File: src/ccp_pkg.sv
// Shared types and character constants for the clock command parser.
// No dependencies; ccp_result_if and the top level use this package.
package ccp_pkg;

  typedef enum logic [1:0] {
    CMD_NONE      = 2'd0,
    CMD_START_SW  = 2'd1,
    CMD_READ_CLK  = 2'd2,
    CMD_SET_CLK   = 2'd3
  } command_t;

  localparam logic [7:0] CH_CR    = 8'h0D;
  localparam logic [7:0] CH_SPACE = 8'h20;
  localparam logic [7:0] CH_ZERO  = 8'h30;
  localparam logic [7:0] CH_NINE  = 8'h39;
  localparam logic [7:0] CH_LC_A  = 8'h61;
  localparam logic [7:0] CH_LC_Z  = 8'h7A;
  localparam logic [7:0] CH_CASE  = 8'h20;

  localparam logic [7:0] CH_E = 8'h45;
  localparam logic [7:0] CH_G = 8'h47;
  localparam logic [7:0] CH_I = 8'h49;
  localparam logic [7:0] CH_M = 8'h4D;
  localparam logic [7:0] CH_O = 8'h4F;
  localparam logic [7:0] CH_S = 8'h53;
  localparam logic [7:0] CH_T = 8'h54;

  localparam logic [4:0] HOUR_LIMIT = 5'd24;

endpackage

File: src/ccp_char_if.sv
// Valid/ready channel that carries one received character per transaction.
// Depends on nothing beyond plain logic types.
interface ccp_char_if;
  logic       valid;
  logic       ready;
  logic [7:0] char_code;

  modport source (output valid, output char_code, input ready);
  modport sink   (input valid, input char_code, output ready);
endinterface

File: src/ccp_result_if.sv
// Valid/ready channel that carries one parser result per transaction.
// Depends on ccp_pkg for the command code type.
interface ccp_result_if;
  logic               valid;
  logic               ready;
  ccp_pkg::command_t  command;
  logic [4:0]         set_hour;
  logic [5:0]         set_minute;
  logic [5:0]         set_second;
  logic [3:0]         set_tenth;
  logic               stop_stopwatch;
  logic               line_valid;

  modport source (output valid, output command, output set_hour, output set_minute,
                  output set_second, output set_tenth, output stop_stopwatch,
                  output line_valid, input ready);
  modport sink   (input valid, input command, input set_hour, input set_minute,
                  input set_second, input set_tenth, input stop_stopwatch,
                  input line_valid, output ready);
endinterface

File: src/clock_command_parser_top.sv
// Top level of the clock command parser: line state machine and result register.
// Depends on ccp_pkg, ccp_char_if and ccp_result_if.

// The parser takes one console character per transaction on the chars channel
// and returns exactly one result transaction per character on the results
// channel. It recognizes the case-insensitive commands GO, TIME and
// "SET HHMMSSt", checks each digit against its position (hour below 24,
// minute and second tens digits 0 to 5), and reports the command when the
// carriage return arrives. Any character received while the stopwatch runs
// raises stop_stopwatch on its own result. The next-state logic sits between
// the parser state registers and a single output register, so a new
// character is accepted in every cycle as long as the results channel takes
// the pending result in that same cycle or the output register is empty. The
// result is registered and becomes valid in the cycle after its character is
// accepted.
module clock_command_parser_top (
  input  logic              clk,
  input  logic              rst,
  ccp_char_if.sink          chars,
  ccp_result_if.source      results
);
  import ccp_pkg::*;

  typedef enum logic [4:0] {
    ST_IDLE    = 5'd0,
    ST_INVALID = 5'd1,
    ST_G1      = 5'd2,
    ST_O2      = 5'd3,
    ST_T1      = 5'd4,
    ST_I2      = 5'd5,
    ST_M3      = 5'd6,
    ST_E4      = 5'd7,
    ST_S1      = 5'd8,
    ST_E2      = 5'd9,
    ST_T3      = 5'd10,
    ST_SP4     = 5'd11,
    ST_H1      = 5'd12,
    ST_H2      = 5'd13,
    ST_MI1     = 5'd14,
    ST_MI2     = 5'd15,
    ST_SE1     = 5'd16,
    ST_SE2     = 5'd17,
    ST_TN1     = 5'd18
  } state_t;

  // Parser state.
  state_t     state;
  logic [4:0] hour_acc;
  logic [5:0] minute_acc;
  logic [5:0] second_acc;
  logic [3:0] tenth_acc;
  logic       stopwatch_running;

  // Output register.
  logic       out_valid;
  command_t   out_command;
  logic [4:0] out_hour;
  logic [5:0] out_minute;
  logic [5:0] out_second;
  logic [3:0] out_tenth;
  logic       out_stop;
  logic       out_line_valid;

  // Next values.
  state_t     state_next;
  logic [4:0] hour_acc_next;
  logic [5:0] minute_acc_next;
  logic [5:0] second_acc_next;
  logic [3:0] tenth_acc_next;
  logic       stopwatch_running_next;
  command_t   command_next;

  logic       accept;
  logic [7:0] upper;
  logic [3:0] digit;
  logic [6:0] digit_x10;
  logic [4:0] hour_sum;
  logic [5:0] minute_sum;
  logic [5:0] second_sum;

  // The output register frees up when it is empty or drained this cycle.
  assign chars.ready = !out_valid || results.ready;
  assign accept      = chars.valid && chars.ready;

  assign digit     = chars.char_code[3:0];
  assign digit_x10 = {3'd0, digit} * 7'd10;
  assign hour_sum   = hour_acc + {1'b0, digit};
  assign minute_sum = minute_acc + {2'b00, digit};
  assign second_sum = second_acc + {2'b00, digit};

  // Fold lower-case letters onto upper case.
  assign upper = (chars.char_code >= CH_LC_A && chars.char_code <= CH_LC_Z) ?
                 (chars.char_code - CH_CASE) : chars.char_code;

  always_comb begin
    state_next             = ST_INVALID;
    hour_acc_next          = hour_acc;
    minute_acc_next        = minute_acc;
    second_acc_next        = second_acc;
    tenth_acc_next         = tenth_acc;
    stopwatch_running_next = 1'b0;
    command_next           = CMD_NONE;

    if (chars.char_code == CH_CR) begin
      state_next = ST_IDLE;
      case (state)
        ST_O2: begin
          command_next           = CMD_START_SW;
          stopwatch_running_next = 1'b1;
        end
        ST_E4:   command_next = CMD_READ_CLK;
        ST_TN1:  command_next = CMD_SET_CLK;
        default: command_next = CMD_NONE;
      endcase
    end else if (chars.char_code == CH_SPACE) begin
      state_next = (state == ST_T3) ? ST_SP4 : ST_INVALID;
    end else if (chars.char_code inside {[CH_ZERO:CH_NINE]}) begin
      // Each digit position but the tenths has its own range check.
      case (state)
        ST_SP4: begin
          if (digit <= 4'd2) begin
            hour_acc_next = digit_x10[4:0];
            state_next    = ST_H1;
          end
        end
        ST_H1: begin
          // The hour units digit is kept even when it makes the hour too large.
          hour_acc_next = hour_sum;
          state_next    = (hour_sum < HOUR_LIMIT) ? ST_H2 : ST_INVALID;
        end
        ST_H2: begin
          if (digit <= 4'd5) begin
            minute_acc_next = digit_x10[5:0];
            state_next      = ST_MI1;
          end
        end
        ST_MI1: begin
          minute_acc_next = minute_sum;
          state_next      = (minute_sum < 6'd60) ? ST_MI2 : ST_INVALID;
        end
        ST_MI2: begin
          if (digit <= 4'd5) begin
            second_acc_next = digit_x10[5:0];
            state_next      = ST_SE1;
          end
        end
        ST_SE1: begin
          second_acc_next = second_sum;
          state_next      = (second_sum < 6'd60) ? ST_SE2 : ST_INVALID;
        end
        ST_SE2: begin
          tenth_acc_next = digit;
          state_next     = ST_TN1;
        end
        default: state_next = ST_INVALID;
      endcase
    end else begin
      case (upper)
        CH_G: state_next = (state == ST_IDLE) ? ST_G1 : ST_INVALID;
        CH_O: state_next = (state == ST_G1) ? ST_O2 : ST_INVALID;
        CH_S: state_next = (state == ST_IDLE) ? ST_S1 : ST_INVALID;
        CH_I: state_next = (state == ST_T1) ? ST_I2 : ST_INVALID;
        CH_M: state_next = (state == ST_I2) ? ST_M3 : ST_INVALID;
        CH_E: begin
          if (state == ST_M3) begin
            state_next = ST_E4;
          end else if (state == ST_S1) begin
            state_next = ST_E2;
          end
        end
        CH_T: begin
          if (state == ST_IDLE) begin
            state_next = ST_T1;
          end else if (state == ST_E2) begin
            state_next = ST_T3;
          end
        end
        default: state_next = ST_INVALID;
      endcase
    end
  end

  always_ff @(posedge clk) begin
    if (rst) begin
      state             <= ST_IDLE;
      hour_acc          <= '0;
      minute_acc        <= '0;
      second_acc        <= '0;
      tenth_acc         <= '0;
      stopwatch_running <= 1'b0;
      out_valid         <= 1'b0;
    end else if (accept) begin
      state             <= state_next;
      hour_acc          <= hour_acc_next;
      minute_acc        <= minute_acc_next;
      second_acc        <= second_acc_next;
      tenth_acc         <= tenth_acc_next;
      stopwatch_running <= stopwatch_running_next;
      out_valid         <= 1'b1;
      out_command       <= command_next;
      // The set fields carry the time only for a set-clock command.
      out_hour          <= (command_next == CMD_SET_CLK) ? hour_acc : 5'd0;
      out_minute        <= (command_next == CMD_SET_CLK) ? minute_acc : 6'd0;
      out_second        <= (command_next == CMD_SET_CLK) ? second_acc : 6'd0;
      out_tenth         <= (command_next == CMD_SET_CLK) ? tenth_acc : 4'd0;
      out_stop          <= stopwatch_running;
      out_line_valid    <= (state_next != ST_INVALID);
    end else if (results.ready) begin
      out_valid <= 1'b0;
    end
  end

  assign results.valid          = out_valid;
  assign results.command        = out_command;
  assign results.set_hour       = out_hour;
  assign results.set_minute     = out_minute;
  assign results.set_second     = out_second;
  assign results.set_tenth      = out_tenth;
  assign results.stop_stopwatch = out_stop;
  assign results.line_valid     = out_line_valid;

endmodule

File: src/flat_wrapper.sv
// flat-port wrapper written by rule: the top's interface ports become plain ports
module clock_command_parser_top_flat import ccp_pkg::*;
  (clk, rst, chars_valid, chars_char_code, chars_ready, results_valid, results_command, results_set_hour, results_set_minute, results_set_second, results_set_tenth, results_stop_stopwatch, results_line_valid, results_ready);
  ccp_char_if chars_i ();
  ccp_result_if results_i ();
  input  logic clk;
  input  logic rst;
  input wire logic [$bits(chars_i.valid)-1:0] chars_valid;
  input wire logic [$bits(chars_i.char_code)-1:0] chars_char_code;
  output wire logic [$bits(chars_i.ready)-1:0] chars_ready;
  output wire logic [$bits(results_i.valid)-1:0] results_valid;
  output wire logic [$bits(results_i.command)-1:0] results_command;
  output wire logic [$bits(results_i.set_hour)-1:0] results_set_hour;
  output wire logic [$bits(results_i.set_minute)-1:0] results_set_minute;
  output wire logic [$bits(results_i.set_second)-1:0] results_set_second;
  output wire logic [$bits(results_i.set_tenth)-1:0] results_set_tenth;
  output wire logic [$bits(results_i.stop_stopwatch)-1:0] results_stop_stopwatch;
  output wire logic [$bits(results_i.line_valid)-1:0] results_line_valid;
  input wire logic [$bits(results_i.ready)-1:0] results_ready;
  assign chars_i.valid = chars_valid;
  assign chars_i.char_code = chars_char_code;
  assign chars_ready = chars_i.ready;
  assign results_valid = results_i.valid;
  assign results_command = results_i.command;
  assign results_set_hour = results_i.set_hour;
  assign results_set_minute = results_i.set_minute;
  assign results_set_second = results_i.set_second;
  assign results_set_tenth = results_i.set_tenth;
  assign results_stop_stopwatch = results_i.stop_stopwatch;
  assign results_line_valid = results_i.line_valid;
  assign results_i.ready = results_ready;
  clock_command_parser_top u_core (.clk(clk), .rst(rst), .chars(chars_i), .results(results_i));
endmodule
File: config.mk
export PLATFORM = sky130hd
export DESIGN_NAME = clock_command_parser_top_flat
export DESIGN_NICKNAME = d
export VERILOG_FILES = /design/src/ccp_pkg.sv /design/src/ccp_char_if.sv /design/src/ccp_result_if.sv /design/src/clock_command_parser_top.sv /design/src/flat_wrapper.sv
export SDC_FILE = /design/constraint.sdc
export NUM_CORES = 1
export LEC_CHECK = 0
export BUFFER_PORTS_ARGS = -buffer_cell sky130_fd_sc_hd__clkbuf_2
export CAP_MARGIN = 20
export CORE_MARGIN = 3
export CORE_UTILIZATION = 35
export CTS_CLUSTER_SIZE = 28
export DETAILED_ROUTE_END_ITERATION = 8
export PLACE_DENSITY_LB_ADDON = 0.05
export SYNTH_ARGS = -nofsm -noshare
export SYNTH_HDL_FRONTEND = slang
export SYNTH_SLANG_ARGS = --single-unit
File: constraint.sdc
create_clock -name clk -period 6.2 [get_ports clk]
set_input_delay 0.31 -clock clk [delete_from_list [all_inputs] [get_ports clk]]
set_output_delay 0.31 -clock clk [all_outputs]
set_load 0.01 [all_outputs]
==> metrics.txt <==
run status completed; quantity of gates resized following cts 0; crit path kind reg2reg; fraction of layout instances using a drive strength above 1 14.0%; post-synthesis net count 406; number of sinks on the clock net 53; via count of the routed design 2,743; Yosys top cell area share between 20% and 30%; detailed placer's ending HPWL 5990 microns; Post-Synthesis Cells 374; clock tree root buffer cell clkbuf_8; post-placement cell area about 3600 sq um; total grt overflow 0; CP max FO 3; number of hold violations in the final report 0; leakage dissipation around 1.4 nW; Min-Delay Path Depth 3; Max Clock Skew 10.5 ps; ranking of synthesized cells by instance count nand2_1, nor2_1, dfxtp_1; count of max-cap constraint violations 0; Die Span Y about 100 microns; GP Congestion 0.866; Worst-Margin Slew 813 ps; clock tree from TritonCTS done; sequential cell area between 1000 and 1500 sq um; dominant synthesized flop cell dfxtp_1; Worst setup SP type flop; post-route antenna net violation count 0; highest ir drop seen on vdd approximately 0.090 mV; fill cell total of the finished layout approximately 970; sequential-to-total area share from yosys stat 39.0%; worst slew margin relative to its limit 45.3%; count of antenna diodes in the layout 0; post-route setup slack about 3400 ps; cells along the critical path ha_1 > fa_1 > xor2_1 > nand2_1 > nor4_1 > o22ai_1 > o31ai_1 > a21boi_1 > nand4_1; clock slew at the register clock pins of the worst setup and hold paths 110 ps; origin of the worst setup path u_core.minute_acc[0]$_SDFFE_PP0P_; remaining routing DRC violations 0; number of iterations in the first detailed-routing pass 4; Die Wd 104 microns; library cell occupying the most area in the post-synthesis netlist edfxtp_1; worst setup timing slack at the placement stage about 3000 ps; maximum cell stage delay along the critical path 440 ps; setup repair after global routing missed its margin no; Initial Utilization 36.2%; post-cts hold buffer count 0; mean routed wirelength per cell 15.7 microns; total global-route track usage 15.9%; number of buffers inserted by port buffering 38; data arrival at the endpoint of the critical path between 2000 and 3000 ps; aggregate negative setup slack 0 ps; clock latency on the worst-skew pair about 320 ps; maximum number of pins on one net before global-route repair 31; clk buf depth 2; number of global-route vias before repair 2,690; drt total wl 8340 microns; dpl cells 522; Area Overhead vs Synth 11.1%; area enclosed by the die boundary 10,800 sq um; row count 35; Boundary Pins 39; summed instance area of the synthesized netlist 3360 sq um; Final #Nets 432; setup repair bufs after CTS 0; Finished Cell Area 3740 sq um; Max H-tree Level 2; Distinct cells, synth 58; required time of the critical path 6270 ps; Hold/Removal Path Class in2reg; final instance count without filler cells 530; Tmin final 2780 ps; largest cells by area after synthesis edfxtp_1, dfxtp_1, ha_1; startpoint of the lowest-slack register-to-register path u_core.minute_acc[0]$_SDFFE_PP0P_; share of synthesized registers carrying an async set or reset 0%; Fin Hold WS ~240 ps; Core ar. 9280 sq um; count of buffering cells on the critical path with inverters included 0; number of buffers created by CTS 5; kind of cell with the highest combined delay on the critical path compound AO/OA/AOI/OAI gates; average cell area after synthesis 9.00 sq um; EDFF count, synth 25; endpoint class of the critical path flop; cell count along the critical path 9; number of antenna violations at the first check in global routing 0; final critical-path share of the clock period 44.9%; 1st-iter DRT viols between 100 and 150; first-pass GRT wire length roughly 14,000 microns; drt via density 5.18; f_max 0.360 GHz; number of setup violations in the final report 0; number of synthesized register bits 53; power density normalized to cell area 189 nW/um^2; worst r2r path cells 9; startpoint of the most critical hold path chars_valid; worst-path cell with the longest stage delay fa_1; number of pins with negative max-slew slack in the final report 0; area occupied by multi-input gates 1910 sq um; Synthesis Warnings 0
-- stage by stage --
| step | util, % | power, mW |
|---|---|---|
| floorplan | - | 0.435 |
| global placement | 39.1 | 0.464 |
| detailed placement | 39.1 | 0.464 |
| CTS | 40.3 | 0.717 |
| global route | 40.3 | 0.741 |
| finish | 40.3 | 0.706 |
-- logic make-up after synthesis --
group | synth area share [%]
and+or+nand+nor | 24.9
AOI/OAI and AO/OA | 17.5
DFF | 39.0
buffers and inverters | 4.20
adders and majority gates | 8.11
xor gates and xnor gates | 3.64
muxes | 2.68
-- registers in the layout, indices dropped and copies added, names as in the netlist --
register / count
u_core.hour_acc: 5
u_core.results.line_valid: 1
u_core.results.set_minute: 6
u_core.stopwatch_running: 1
u_core.results.set_tenth: 4
u_core.results.command: 2
u_core.results.set_second: 6
u_core.results.stop_stopwatch: 1
u_core.minute_acc: 6
u_core.tenth_acc: 4
u_core.results.valid: 1
u_core.results.set_hour: 5
u_core.second_acc: 6
u_core.state: 5
-- worst register-to-register path, cell delays in order, from the launching register on --
cell and delay (ps):
dfxtp_1 340, ha_1 220, fa_1 440, xor2_1 230, nand2_1 80, nor4_1 360
o22ai_1 110, o31ai_1 370, a21boi_1 280, nand4_1 120
-- per-layer routing --
metal	track usage [%]	share of wire, %
met1	23.0	48
met5	0	0
met3	2.48	4.7
met2	25.7	46
met4	2.66	0.98
-- power by group --
part / total [mW] / internal [mW] / switching, mW / leakage (nW)
combinational: 0.0776 / 0.0264 / 0.0512 / 0.913
clock: 0.250 / 0.121 / 0.129 / 0.0585
sequential: 0.378 / 0.373 / 0.00527 / 0.456
total: 0.706 / 0.520 / 0.185 / 1.43
-- worst paths after layout --
kind / end / slack, ps
setup / recovery: u_core.results.line_valid$_DFFE_PP_ / 3420
hold reg to reg: u_core.results.stop_stopwatch$_DFFE_PP_ / 460
setup reg to reg: u_core.results.line_valid$_DFFE_PP_ / 3420
hold / removal: u_core.results.valid$_SDFFE_PP0P_ / 240
-- cell usage in the layout (no fill, tap or decap), drive strengths merged, types with 9 or more instances in the layout --
| cell type | count |
|---|---|
| mux2i | 9 |
| o21ai | 14 |
| clkbuf | 43 |
| a21oi | 26 |
| dfxtp | 28 |
| ha | 17 |
| inv | 12 |
| and2 | 24 |
| edfxtp | 25 |
| nand2b | 10 |
| nand2 | 37 |
| nor2 | 37 |
| nor3 | 9 |
| o31ai | 9 |
-- final cells by class --
type	instances	share of cell area (%)
Inverter	11	1.10
Timing Repair Buffer	39	5.29
Clock buffer	5	1.84
Tap cell	129	4.32
Multi-Input combinational cell	290	51.2
Sequential cell	53	35.1
Clock inverter	3	1.17
Power figures use the tool's default switching activity.
